**src/hsv_to_rgb_converter_macros.svh**
```systemverilog
// Assertion macros shared by the HSV to RGB converter.
`ifndef HSV_TO_RGB_CONVERTER_MACROS_SVH
`define HSV_TO_RGB_CONVERTER_MACROS_SVH

// Same-cycle implication, sampled on clk, off while arst_n is low.
`define HSV_ASSERT_IMPL(lbl, ante, cons, msg) \
	lbl: assert property (@(posedge clk) disable iff (!arst_n) (ante) |-> (cons)) \
		else $error(msg);

// Next-cycle implication, sampled on clk, off while arst_n is low.
`define HSV_ASSERT_NEXT(lbl, ante, cons, msg) \
	lbl: assert property (@(posedge clk) disable iff (!arst_n) (ante) |=> (cons)) \
		else $error(msg);

`endif

```
**src/hsv2rgb_pkg.sv**
```systemverilog
// Shared constants and types of the HSV to RGB converter.
package hsv2rgb_pkg;

	localparam int DEF_HUE_FRAC_BITS = 6;
	localparam int DEF_CHANNEL_BITS  = 8;

	// fractional bits carried by chroma, second component and offset
	localparam int FRAC_BITS  = 8;
	// integer degrees of hue, 0..511
	localparam int DEG_W      = 9;
	// degrees in one sextant and the bits that hold them
	localparam int SEXT_DEG   = 60;
	localparam int SEXT_DEG_W = 6;
	// sextant index, counts past five for hue at or above 360 degrees
	localparam int SEXT_W     = 4;
	localparam int ALPHA_W    = 8;

	localparam logic [SEXT_W-1:0] SX_RED    = 4'd0;
	localparam logic [SEXT_W-1:0] SX_YELLOW = 4'd1;
	localparam logic [SEXT_W-1:0] SX_GREEN  = 4'd2;
	localparam logic [SEXT_W-1:0] SX_CYAN   = 4'd3;
	localparam logic [SEXT_W-1:0] SX_BLUE   = 4'd4;

	// pipeline stages
	localparam int NUM_STAGES = 5;
	localparam int ST_HUE     = 0;
	localparam int ST_CHROMA  = 1;
	localparam int ST_MUL     = 2;
	localparam int ST_RECIP   = 3;
	localparam int ST_OUT     = 4;

	typedef struct packed {
		logic [NUM_STAGES-1:0] load;
		logic [NUM_STAGES-1:0] valid;
	} pipe_ctl_t;

endpackage

```
**src/hsv2rgb_pipe_ctl.sv**
```systemverilog
// Valid bits and per-stage load enables of the converter pipeline.
module hsv2rgb_pipe_ctl (
	input  logic                   clk,
	input  logic                   arst_n,
	input  logic                   in_valid,
	input  logic                   out_ready,
	output logic                   in_ready,
	output logic                   out_valid,
	output hsv2rgb_pkg::pipe_ctl_t ctl
);
	import hsv2rgb_pkg::*;

	logic [NUM_STAGES-1:0] valid_q;
	logic [NUM_STAGES-1:0] load;

	// a stage loads when it is empty or its successor moves on
	always_comb begin
		load[NUM_STAGES-1] = !valid_q[NUM_STAGES-1] || out_ready;
		for (int k = NUM_STAGES - 2; k >= 0; k--) begin
			load[k] = !valid_q[k] || load[k+1];
		end
	end

	always_ff @(posedge clk or negedge arst_n) begin
		if (!arst_n) begin
			valid_q <= '0;
		end else begin
			if (load[0]) begin
				valid_q[0] <= in_valid;
			end
			for (int k = 1; k < NUM_STAGES; k++) begin
				if (load[k]) begin
					valid_q[k] <= valid_q[k-1];
				end
			end
		end
	end

	assign in_ready  = load[0];
	assign out_valid = valid_q[NUM_STAGES-1];
	assign ctl.load  = load;
	assign ctl.valid = valid_q;

endmodule

```
**src/hsv2rgb_chroma.sv**
```systemverilog
// Front stages: hue split into sextant and weight, then chroma as quotient and remainder.
module hsv2rgb_chroma #(
	parameter int HUE_FRAC_BITS = hsv2rgb_pkg::DEF_HUE_FRAC_BITS,
	parameter int CHANNEL_BITS  = hsv2rgb_pkg::DEF_CHANNEL_BITS
) (
	input  logic                                                  clk,
	input  hsv2rgb_pkg::pipe_ctl_t                                ctl,
	input  logic [HUE_FRAC_BITS+hsv2rgb_pkg::DEG_W-1:0]           hue,
	input  logic [CHANNEL_BITS-1:0]                               saturation,
	input  logic [CHANNEL_BITS-1:0]                               brightness,
	input  logic [hsv2rgb_pkg::ALPHA_W-1:0]                       alpha_in,
	output logic [CHANNEL_BITS-1:0]                               quot_s2,
	output logic [CHANNEL_BITS-1:0]                               rmdr_s2,
	output logic [HUE_FRAC_BITS+hsv2rgb_pkg::SEXT_DEG_W-1:0]      weight_s2,
	output logic [hsv2rgb_pkg::SEXT_W-1:0]                        sext_s2,
	output logic [CHANNEL_BITS-1:0]                               val_s2,
	output logic [hsv2rgb_pkg::ALPHA_W-1:0]                       alpha_s2
);
	import hsv2rgb_pkg::*;

	localparam int HW       = HUE_FRAC_BITS + DEG_W;
	localparam int REM_W    = HUE_FRAC_BITS + SEXT_DEG_W;
	localparam int CB       = CHANNEL_BITS;
	localparam int MAX_SEXT = ((1 << DEG_W) - 1) / SEXT_DEG;
	localparam logic [REM_W-1:0] SEXT_UNITS = REM_W'(SEXT_DEG) << HUE_FRAC_BITS;

	logic [DEG_W-1:0]  deg;
	logic [SEXT_W-1:0] sext;
	logic [DEG_W-1:0]  sext_deg;
	logic [HW-1:0]     rem_full;
	logic [REM_W-1:0]  rem;
	logic [REM_W-1:0]  weight;
	logic [2*CB-1:0]   prod;

	logic [SEXT_W-1:0] sext_s1;
	logic [REM_W-1:0]  weight_s1;
	logic [2*CB-1:0]   prod_s1;
	logic [CB-1:0]     val_s1;
	logic [ALPHA_W-1:0] alpha_s1;

	logic [2*CB:0]     quot_sum;
	logic [CB-1:0]     quot;
	logic [2*CB-1:0]   rmdr_full;

	// sextant by threshold compares on whole degrees
	always_comb begin
		deg  = hue[HW-1 -: DEG_W];
		sext = '0;
		for (int j = 1; j <= MAX_SEXT; j++) begin
			if (deg >= DEG_W'(j * SEXT_DEG)) begin
				sext = sext + SEXT_W'(1);
			end
		end
		sext_deg = DEG_W'(sext) * DEG_W'(SEXT_DEG);
		rem_full = hue - (HW'(sext_deg) << HUE_FRAC_BITS);
		rem      = rem_full[REM_W-1:0];
		weight   = sext[0] ? (SEXT_UNITS - rem) : rem;
		prod     = (2*CB)'(brightness) * (2*CB)'(saturation);
	end

	always_ff @(posedge clk) begin
		if (ctl.load[ST_HUE]) begin
			sext_s1   <= sext;
			weight_s1 <= weight;
			prod_s1   <= prod;
			val_s1    <= brightness;
			alpha_s1  <= alpha_in;
		end
	end

	// divide by 2^CB-1: exact for every product of two CB-bit channels
	always_comb begin
		quot_sum  = (2*CB+1)'(prod_s1) + (2*CB+1)'(prod_s1 >> CB) + (2*CB+1)'(1);
		quot      = quot_sum[2*CB-1:CB];
		rmdr_full = prod_s1 - {quot, {CB{1'b0}}} + (2*CB)'(quot);
	end

	always_ff @(posedge clk) begin
		if (ctl.load[ST_CHROMA]) begin
			quot_s2   <= quot;
			rmdr_s2   <= rmdr_full[CB-1:0];
			weight_s2 <= weight_s1;
			sext_s2   <= sext_s1;
			val_s2    <= val_s1;
			alpha_s2  <= alpha_s1;
		end
	end

endmodule

```
**src/hsv2rgb_mix.sv**
```systemverilog
// Back stages: chroma times weight, divide by the sextant size, place and offset channels.
module hsv2rgb_mix #(
	parameter int HUE_FRAC_BITS = hsv2rgb_pkg::DEF_HUE_FRAC_BITS,
	parameter int CHANNEL_BITS  = hsv2rgb_pkg::DEF_CHANNEL_BITS
) (
	input  logic                                             clk,
	input  hsv2rgb_pkg::pipe_ctl_t                           ctl,
	input  logic [CHANNEL_BITS-1:0]                          quot_s2,
	input  logic [CHANNEL_BITS-1:0]                          rmdr_s2,
	input  logic [HUE_FRAC_BITS+hsv2rgb_pkg::SEXT_DEG_W-1:0] weight_s2,
	input  logic [hsv2rgb_pkg::SEXT_W-1:0]                   sext_s2,
	input  logic [CHANNEL_BITS-1:0]                          val_s2,
	input  logic [hsv2rgb_pkg::ALPHA_W-1:0]                  alpha_s2,
	output logic [CHANNEL_BITS-1:0]                          red,
	output logic [CHANNEL_BITS-1:0]                          green,
	output logic [CHANNEL_BITS-1:0]                          blue,
	output logic [hsv2rgb_pkg::ALPHA_W-1:0]                  alpha_out
);
	import hsv2rgb_pkg::*;

	localparam int CB        = CHANNEL_BITS;
	localparam int REM_W     = HUE_FRAC_BITS + SEXT_DEG_W;
	localparam int C_W       = CB + FRAC_BITS;
	localparam int PROD_W    = C_W + REM_W;
	// sixty is four times fifteen: shift out the four, multiply by 1/15
	localparam int DIV_SHIFT = 2;
	localparam int DIV_ODD   = SEXT_DEG >> DIV_SHIFT;
	localparam int XN        = PROD_W - HUE_FRAC_BITS - DIV_SHIFT;
	localparam int RECIP_SH  = XN + $clog2(DIV_ODD);
	localparam logic [63:0] RECIP_FULL =
		((64'd1 << RECIP_SH) + 64'(DIV_ODD - 1)) / 64'(DIV_ODD);
	localparam logic [XN:0] RECIP = RECIP_FULL[XN:0];

	logic [3*CB-1:0]    frac_rep;
	logic [C_W-1:0]     chroma;

	logic [C_W-1:0]     chroma_s3;
	logic [C_W-1:0]     offs_s3;
	logic [PROD_W-1:0]  prod_s3;
	logic [SEXT_W-1:0]  sext_s3;
	logic [ALPHA_W-1:0] alpha_s3;

	logic [XN-1:0]      scaled;
	logic [2*XN:0]      recip_prod;

	logic [C_W-1:0]     second_s4;
	logic [C_W-1:0]     chroma_s4;
	logic [C_W-1:0]     offs_s4;
	logic [SEXT_W-1:0]  sext_s4;
	logic [ALPHA_W-1:0] alpha_s4;

	logic [C_W-1:0]     pr;
	logic [C_W-1:0]     pg;
	logic [C_W-1:0]     pb;
	logic [C_W-1:0]     sum_r;
	logic [C_W-1:0]     sum_g;
	logic [C_W-1:0]     sum_b;

	logic [CB-1:0]      red_s5;
	logic [CB-1:0]      green_s5;
	logic [CB-1:0]      blue_s5;
	logic [ALPHA_W-1:0] alpha_s5;

	// rmdr/(2^CB-1) in binary is rmdr repeated, so its fraction bits are the top bits
	always_comb begin
		frac_rep = {rmdr_s2, rmdr_s2, rmdr_s2};
		chroma   = {quot_s2, frac_rep[3*CB-1 -: FRAC_BITS]};
	end

	always_ff @(posedge clk) begin
		if (ctl.load[ST_MUL]) begin
			chroma_s3 <= chroma;
			offs_s3   <= {val_s2, {FRAC_BITS{1'b0}}} - chroma;
			prod_s3   <= PROD_W'(chroma) * PROD_W'(weight_s2);
			sext_s3   <= sext_s2;
			alpha_s3  <= alpha_s2;
		end
	end

	always_comb begin
		scaled     = prod_s3[PROD_W-1 -: XN];
		recip_prod = (2*XN+1)'(scaled) * (2*XN+1)'(RECIP);
	end

	always_ff @(posedge clk) begin
		if (ctl.load[ST_RECIP]) begin
			second_s4 <= recip_prod[RECIP_SH +: C_W];
			chroma_s4 <= chroma_s3;
			offs_s4   <= offs_s3;
			sext_s4   <= sext_s3;
			alpha_s4  <= alpha_s3;
		end
	end

	always_comb begin
		case (sext_s4)
			SX_RED: begin
				pr = chroma_s4; pg = second_s4; pb = '0;
			end
			SX_YELLOW: begin
				pr = second_s4; pg = chroma_s4; pb = '0;
			end
			SX_GREEN: begin
				pr = '0; pg = chroma_s4; pb = second_s4;
			end
			SX_CYAN: begin
				pr = '0; pg = second_s4; pb = chroma_s4;
			end
			SX_BLUE: begin
				pr = second_s4; pg = '0; pb = chroma_s4;
			end
			default: begin
				pr = chroma_s4; pg = '0; pb = second_s4;
			end
		endcase
		sum_r = pr + offs_s4;
		sum_g = pg + offs_s4;
		sum_b = pb + offs_s4;
	end

	always_ff @(posedge clk) begin
		if (ctl.load[ST_OUT]) begin
			red_s5   <= sum_r[C_W-1 -: CB];
			green_s5 <= sum_g[C_W-1 -: CB];
			blue_s5  <= sum_b[C_W-1 -: CB];
			alpha_s5 <= alpha_s4;
		end
	end

	assign red       = red_s5;
	assign green     = green_s5;
	assign blue      = blue_s5;
	assign alpha_out = alpha_s5;

endmodule

```
**src/hsv_to_rgb_converter.sv**
```systemverilog
// Top level of the HSV to RGB pixel converter.
//
// Converts one HSV pixel per transaction into RGB with alpha passed through.
// The block takes a new pixel on every clock unless a full pipeline is stalled
// by m_axis_tready; each result is carried through the five register stages
// (hue split and value times saturation, chroma division, chroma times hue
// weight, reciprocal multiply for the division by the sextant size, channel
// placement and offset). Each stage holds its own valid bit, so a stall on
// m_axis_tready backs up only the stages that are full and empty stages keep
// taking pixels. Hue is in 1/2^HUE_FRAC_BITS degree units; hue at or above
// 360 degrees keeps counting sextants and is placed with the last sextant's
// pattern. Channels are truncated toward zero and never exceed brightness.
// Input tdata, from bit 0: hue, saturation, brightness, alpha_in, zero pad.
// Output tdata, from bit 0: red, green, blue, alpha_out, zero pad.
module hsv_to_rgb_converter #(
	parameter int HUE_FRAC_BITS = hsv2rgb_pkg::DEF_HUE_FRAC_BITS,
	parameter int CHANNEL_BITS  = hsv2rgb_pkg::DEF_CHANNEL_BITS,
	localparam int HUE_W  = HUE_FRAC_BITS + hsv2rgb_pkg::DEG_W,
	localparam int IN_W   =
		((HUE_W + 2 * CHANNEL_BITS + hsv2rgb_pkg::ALPHA_W + 7) / 8) * 8,
	localparam int OUT_W  =
		((3 * CHANNEL_BITS + hsv2rgb_pkg::ALPHA_W + 7) / 8) * 8
) (
	input  logic             clk,
	input  logic             arst_n,
	input  logic             s_axis_tvalid,
	output logic             s_axis_tready,
	// hue, saturation, brightness, alpha_in (lowest bit up), zero pad
	input  logic [IN_W-1:0]  s_axis_tdata,
	output logic             m_axis_tvalid,
	input  logic             m_axis_tready,
	// red, green, blue, alpha_out (lowest bit up), zero pad
	output logic [OUT_W-1:0] m_axis_tdata
);
	import hsv2rgb_pkg::*;

	`include "hsv_to_rgb_converter_macros.svh"

	localparam int CB      = CHANNEL_BITS;
	localparam int REM_W   = HUE_FRAC_BITS + SEXT_DEG_W;
	localparam int SAT_LO  = HUE_W;
	localparam int VAL_LO  = HUE_W + CB;
	localparam int ALPH_LO = HUE_W + 2 * CB;

	pipe_ctl_t ctl;

	// unpacked input fields; pad bits above alpha_in are dropped
	logic [HUE_W-1:0]   hue;
	logic [CB-1:0]      saturation;
	logic [CB-1:0]      brightness;
	logic [ALPHA_W-1:0] alpha_in;

	// chroma front to back
	logic [CB-1:0]      quot_s2;
	logic [CB-1:0]      rmdr_s2;
	logic [REM_W-1:0]   weight_s2;
	logic [SEXT_W-1:0]  sext_s2;
	logic [CB-1:0]      val_s2;
	logic [ALPHA_W-1:0] alpha_s2;

	// result fields
	logic [CB-1:0]      red;
	logic [CB-1:0]      green;
	logic [CB-1:0]      blue;
	logic [ALPHA_W-1:0] alpha_out;

	assign hue        = s_axis_tdata[HUE_W-1:0];
	assign saturation = s_axis_tdata[SAT_LO +: CB];
	assign brightness = s_axis_tdata[VAL_LO +: CB];
	assign alpha_in   = s_axis_tdata[ALPH_LO +: ALPHA_W];

	// Handshake control: per-stage valid bits and load enables.
	hsv2rgb_pipe_ctl u_ctl (
		.clk       (clk),
		.arst_n    (arst_n),
		.in_valid  (s_axis_tvalid),
		.out_ready (m_axis_tready),
		.in_ready  (s_axis_tready),
		.out_valid (m_axis_tvalid),
		.ctl       (ctl)
	);

	// Stages one and two: sextant, hue weight, chroma quotient and remainder.
	hsv2rgb_chroma #(
		.HUE_FRAC_BITS (HUE_FRAC_BITS),
		.CHANNEL_BITS  (CHANNEL_BITS)
	) u_chroma (
		.clk        (clk),
		.ctl        (ctl),
		.hue        (hue),
		.saturation (saturation),
		.brightness (brightness),
		.alpha_in   (alpha_in),
		.quot_s2    (quot_s2),
		.rmdr_s2    (rmdr_s2),
		.weight_s2  (weight_s2),
		.sext_s2    (sext_s2),
		.val_s2     (val_s2),
		.alpha_s2   (alpha_s2)
	);

	// Stages three to five: second component, placement, offset, truncation.
	hsv2rgb_mix #(
		.HUE_FRAC_BITS (HUE_FRAC_BITS),
		.CHANNEL_BITS  (CHANNEL_BITS)
	) u_mix (
		.clk       (clk),
		.ctl       (ctl),
		.quot_s2   (quot_s2),
		.rmdr_s2   (rmdr_s2),
		.weight_s2 (weight_s2),
		.sext_s2   (sext_s2),
		.val_s2    (val_s2),
		.alpha_s2  (alpha_s2),
		.red       (red),
		.green     (green),
		.blue      (blue),
		.alpha_out (alpha_out)
	);

	// pack result fields, zero pad to whole bytes
	assign m_axis_tdata = OUT_W'({alpha_out, blue, green, red});

	// Back-pressure reaches the input only when every stage holds a pixel.
	`HSV_ASSERT_IMPL(a_ready_only_when_full, !s_axis_tready, ctl.valid == '1, "input stalled with a free stage")
	// An accepted transaction occupies the first stage on the next cycle.
	`HSV_ASSERT_NEXT(a_accept_fills_first, s_axis_tvalid && s_axis_tready, ctl.valid[ST_HUE], "accepted pixel lost at first stage")

endmodule

```
**config.mk**
```make
export PLATFORM = sky130hd
export DESIGN_NAME = hsv_to_rgb_converter
export DESIGN_NICKNAME = d
export VERILOG_FILES = /design/src/hsv2rgb_pkg.sv /design/src/hsv2rgb_pipe_ctl.sv /design/src/hsv2rgb_chroma.sv /design/src/hsv2rgb_mix.sv /design/src/hsv_to_rgb_converter.sv
export VERILOG_INCLUDE_DIRS = /design/src /design/src/src
export SDC_FILE = /design/constraint.sdc
export NUM_CORES = 1
export LEC_CHECK = 0
export BUFFER_PORTS_ARGS = -buffer_cell sky130_fd_sc_hd__buf_2
export CORE_ASPECT_RATIO = 0.5
export CORE_MARGIN = 2
export CORE_UTILIZATION = 60
export DETAILED_ROUTE_END_ITERATION = 16
export PLACE_DENSITY = 0.75
export SLEW_MARGIN = 5
export SYNTH_ARGS = -nofsm -noshare
export SYNTH_HDL_FRONTEND = slang
export SYNTH_SLANG_ARGS = --single-unit
```
**constraint.sdc**
```tcl
create_clock -name clk -period 11.4 [get_ports clk]
set_clock_uncertainty 0.2 [all_clocks]
set_input_delay 0 -clock clk [delete_from_list [all_inputs] [get_ports clk]]
set_output_delay 0 -clock clk [all_outputs]
set_load 0.05 [all_outputs]
```
After elaboration in Yosys (flattened, before gate mapping)
Cells that the tools add are included.
- $add $sub $neg: 17
- multipliers: 4
- magnitude comparators: 8
- eq/ne operators: 4
- multiplexer cells: 12
- reductions and logical operators: 17
- operators with widths (operator ; count):
    16-bit case mux with 2 select lines ; 3
    16-bit adder ; 3
    20-bit by 20-bit multiplier with 39-bit output (second input constant) ; 1
    9-bit greater-or-equal comparator (second input constant) ; 4
    16-bit by 12-bit multiplier with 28-bit output ; 1
    4-bit 2-to-1 mux ; 7
    4-bit by 1-bit adder with 4-bit output (second input constant) ; 6
    9-bit by 8-bit greater-or-equal comparator with 1-bit output (second input constant) ; 2
    16-bit by 1-bit adder with 16-bit output (second input constant) ; 1
    16-bit by 8-bit adder with 16-bit output ; 1
    8-bit by 8-bit multiplier with 16-bit output ; 1
    16-bit subtractor ; 1
    12-bit 2-to-1 mux ; 1
    2-bit OR reduction ; 6
    12-bit subtractor ; 1
    12-bit subtractor (first input constant) ; 1
    9-bit by 6-bit greater-or-equal comparator with 1-bit output (second input constant) ; 1
    9-bit by 7-bit greater-or-equal comparator with 1-bit output (second input constant) ; 1
    8-bit adder ; 1
    4-bit by 2-bit equality test with 1-bit output (second input constant) ; 2
    8-bit by 1-bit subtractor with 8-bit output (second input constant) ; 1
    1-bit zero test ; 5
    1-bit logical OR ; 5
    4-bit by 1-bit equality test with 1-bit output (second input constant) ; 1
    5 further kinds ; 5
- bits in registers: 265
- bits of input ports: 44
- output and inout port bits: 34
- word-level logic and storage cells: 92

Depth between registers and ports, before layout
- depth in word-level cells: 20
- depth in mapped cells: 30

By module
From an unflattened synthesis, not the netlist that was laid out.
- cell total of the unflattened synthesis: 2059
- area total of the unflattened synthesis: 22763.1 µm²
- modules (own cells, without submodules) (module ; times used ; cells each ; area an instance (µm²) ; sequential area each (µm²)):
    hsv2rgb_mix ; 1 ; 1492 ; 16057.9 ; 4624.4
    hsv2rgb_chroma ; 1 ; 548 ; 6482.5 ; 2882.8
    hsv2rgb_pipe_ctl ; 1 ; 19 ; 222.7 ; 125.1

Worst setup path before layout
No wires, ideal clock.
- path kind: reg2reg
- start: register u_chroma.rmdr_s2[4]
- end: register u_mix.prod_s3[24], data pin
- arrival time: 5.503 ns
- required time: 10.942 ns
- slack: 5.439 ns
- cell stages (with the launch flop): 20
- buffers on the path: 1
- cell sequence: edfxtp_1 clkbuf_1 and2_1 fa_1 inv_1 fa_1 fa_1 fa_1 inv_1 fa_1 ha_1 a21o_1 a21o_1 o2bb2ai_1 a311oi_1 a31o_2 nand2_1 or2_2 a21oi_1 xnor2_1
- word-level cells in the longest chain between the ends: 1
- ends and longest elaborated chain (what ; RTL line ; source):
    start, declared ; hsv2rgb_chroma.sv:13 ; output logic [CHANNEL_BITS-1:0] rmdr_s2,
    start signal, assigned ; hsv2rgb_chroma.sv:81 ; rmdr_s2 <= rmdr_full[CB-1:0];
    16-bit by 12-bit multiplier with 28-bit output ; hsv2rgb_mix.sv:74 ; prod_s3 <= PROD_W'(chroma) * PROD_W'(weight_s2);
    end signal, assigned ; hsv2rgb_mix.sv:74 ;
    end, declared ; hsv2rgb_mix.sv:39 ; logic [PROD_W-1:0] prod_s3;
No other way between the ends.
A chain may end at the register's enable or synchronous reset.

Worst setup path in the final report
- start: register u_chroma.rmdr_s2[0]
- end: register u_mix.prod_s3[27], data pin
The elaborated chain is that of the path after synthesis.

==> results.json <==
{
  "syn_nets": 2614,
  "cpMaxStageDelayCell": "edfxtp_1",
  "period_minus_slack_ps": 6626,
  "synth_edf_count": 250,
  "antenna_cells": 0,
  "critPathBufInv": 3,
  "cp_top_family": "adder cells",
  "io_pins": 78,
  "drt-total-wl_um": 46720,
  "ctsHtreeMaxLevel": 1,
  "via_per_inst": 5.592,
  "synth.distinct_cells": 69,
  "grt_pass1_vias": 15390,
  "fillerInstances": 2733,
  "max_clock_freq_mhz": 150.9,
  "synth-seq-cells": 255,
  "cts_resized": 0,
  "critPathMostFrequentCell": "fa_1",
  "start_util_pct": 60.66,
  "antenna_found_initial": 0,
  "max-slew-margin-rel_pct": 18.67,
  "ys.flop_type": "edfxtp_1",
  "gp_congestion": 0.9136,
  "setup_viol": 0,
  "track_usage_pct": 24.92,
  "grt_remaining_overflow": 0,
  "hold_class": "primary input to register",
  "cts_tree": "built",
  "cts-buffers-inserted": 24,
  "arrival_ps": 6710,
  "row_count": 50,
  "yosysTopAreaCellShare_pct": 33.25,
  "status": "finished clean",
  "start_kind": "register",
  "clockBufferDepth": 3,
  "cts.sinks": 255,
  "synthArstFlopShare_pct": 1.961,
  "tightest_slew_ps": 1216,
  "core-area_um2": 37220,
  "max_cap_violations": 0,
  "ys_top_cells_by_area": "edfxtp_1 (33%), fa_1 (19%), ha_1 (17%), inv_1 (5.7%), and2_1 (3.5%)",
  "yosys_warnings": 0,
  "crit_fanout": 16,
  "finalSetupTns_ps": 0,
  "first_iter_violations": 994,
  "final_hold_viol_count": 0,
  "insertion_delay_ps": 540,
  "drive_above_1_share_pct": 6.584,
  "vias": 14990,
  "startpoint": "u_chroma.rmdr_s2[0]",
  "cpPeakStageDelay_ps": 880,
  "post-route-period-util_pct": 58.12,
  "worstSetupPathType": "register to register",
  "min_from": "s_axis_tdata[12]",
  "seq_area_um2": 7632,
  "drc": 0,
  "portBuffers": 76,
  "rsz0062_at_grt": "no",
  "finalMaxSlewViolations": 0,
  "syn_area_um2": 22580,
  "reg2reg_from": "u_chroma.rmdr_s2[0]",
  "num-nets-final": 2732,
  "grt_max_degree": 65,
  "root_buffer": "clkbuf_16",
  "whs_ps": 49.24,
  "wire_per_inst_um": 17.43,
  "dieArea_um2": 39290,
  "die_height_um": 141.2,
  "crit_chain": "nand2_1, fa_1, fa_1, inv_1, fa_1, inv_1, fa_1, inv_1, fa_1, ha_1, a21o_1, a21o_1, o2bb2ai_1, a311oi_1, a31o_2, nand3_1, a31oi_1, o21bai_1, xnor2_1",
  "clk_pin_slew_ps": 70,
  "ys_seq_area_share_pct": 33.80,
  "dr.pass1.iters": 5,
  "yosys.area.top_type": "edfxtp_1",
  "dp.final_hpwl_um": 34680,
  "syn_avg_cell_area_um2": 11.00,
  "multi_input_area_um2": 13490,
  "cp-end-kind": "register",
  "ant_nets": 0,
  "die_w_um": 278.3,
  "grt_pass1_wl_um": 77490,
  "cp.required_ps": 11480,
  "synthCells": 2052,
  "syn_to_final_growth_pct": 9.848
}
## worst paths after layout
path	end	slack [ps]	cells after the start
setup reg to reg	u_mix.prod_s3[27]	4770	19
setup / recovery	u_mix.prod_s3[27]	4770	19
hold reg to reg	u_chroma.val_s2[6]	210	0
max in group asynchronous	u_ctl.valid_q[0]	10590	3
min in group asynchronous	u_ctl.valid_q[4]	200	3
hold / removal	u_chroma.sext_s1[3]	50	5
## tightest hold or removal path, delay by kind of cell
| family | cells | cell delay (ps) |
|---|---|---|
| xor gates and xnor gates | 1 | 100 |
| buffers and inverters | 1 | 160 |
| and+or+nand+nor | 3 | 330 |
## placed cells by master, fill, tap and decap left out, types with 5 or more instances in the layout
cell type and n:
and2_1 125, xor2_1 38, nand4_1 7, fa_1 211, nand3_1 16, inv_1 343, a31oi_1 8, o211ai_1 7
nand2_1 205, buf_4 8, nor3_1 24, edfxtp_1 250, or2_2 7, buf_2 76, o21a_1 22, a22o_1 28
o21ai_0 35, o21bai_1 11, clkinv_1 6, a21o_1 22, ha_1 307, clkbuf_16 24, or3_1 8, dlygate4sd3_1 52
dfrtp_1 5, a21oi_1 67, nor2b_1 9, xnor2_1 81, nor2_1 73, nand2b_1 14, and3_1 7
## state kept, by name, indices dropped and copies added (netlist names), 8 cells and up
signal / count
u_mix.prod_s3: 20
u_chroma.weight_s1: 12
u_mix.offs_s4: 16
u_chroma.alpha_s1: 8
u_mix.blue: 8
u_mix.alpha_out: 8
u_chroma.val_s1: 8
u_chroma.rmdr_s2: 8
u_chroma.quot_s2: 8
u_mix.offs_s3: 16
u_mix.alpha_s3: 8
u_chroma.alpha_s2: 8
u_mix.green: 8
u_mix.red: 8
u_chroma.val_s2: 8
u_chroma.prod_s1: 16
u_mix.alpha_s4: 8
u_chroma.weight_s2: 12
u_mix.chroma_s3: 15
u_mix.second_s4: 16
u_mix.chroma_s4: 15
## cell usage after synthesis, drive strengths merged (4+ instances only)
| library cell | count |
|---|---|
| and2 | 126 |
| o211ai | 8 |
| dfrtp | 5 |
| a22oi | 4 |
| o21bai | 11 |
| nor2 | 73 |
| o21a | 22 |
| or3 | 8 |
| fa | 211 |
| nor3 | 24 |
| xor2 | 39 |
| nand2b | 14 |
| a21oi | 67 |
| ha | 307 |
| xnor2 | 83 |
| nand2 | 208 |
| clkbuf | 40 |
| a22o | 28 |
| and3 | 8 |
| nand4 | 7 |
| nor4 | 4 |
| edfxtp | 250 |
| or2 | 7 |
| o31ai | 4 |
| nand3 | 17 |
| buf | 4 |
| nor2b | 9 |
| a31oi | 9 |
| a21o | 22 |
| o21ai | 35 |
| inv | 344 |
## per-stage QoR
step | cells | cell area [um2] | worst slack [ps] | utilization [%]
finish | 2681 | 24800 | 4774 | 66.63
detailed placement | 2586 | 23470 | 4786 | 63.05
CTS | 2681 | 24800 | 4761 | 66.63
global route | 2681 | 24800 | 4427 | 66.63
global placement | 2586 | 23470 | 4898 | 63.05
floorplan | 2052 | 22580 | 5439 | -
## routing by layer
metal	global-route usage [%]	share of wire [%]	routed length (um)	up-vias
met3	4.955	7.8	3629	83
li1	-	-	-	7088
met5	0	0	0	-
met4	5.605	1.9	897	0
met1	35.07	45	20950	7347
met2	40.38	45	21240	475
## repair_timing
item                                   CTS  global route
setup buffers                            0             0
hold buffers                            52             0
endpoints found under the hold margin   45             0
## logic make-up after synthesis
kind of cell,share of synthesized area [%]
AND/OR/NAND/NOR,11.24
adder cells (fa/ha/maj),35.72
buffers and inverters,6.511
flip-flops,33.80
AO/OA/AOI/OAI,7.299
XOR/XNOR,5.237
multiplexers,0.1829
## layout make-up
cell class / count / area share (%)
Tap cell: 494 / 2.492
Multi-Input combinational cell: 1409 / 54.37
Timing Repair Buffer: 136 / 3.874
Inverter: 344 / 5.216
Sequential cell: 255 / 30.77
Clock inverter: 15 / 0.7870
Clock buffer: 28 / 2.482
Power is left out: the tool's default activity adds up to more than one toggle a clock period on the data nets, which glitch-free logic cannot reach.
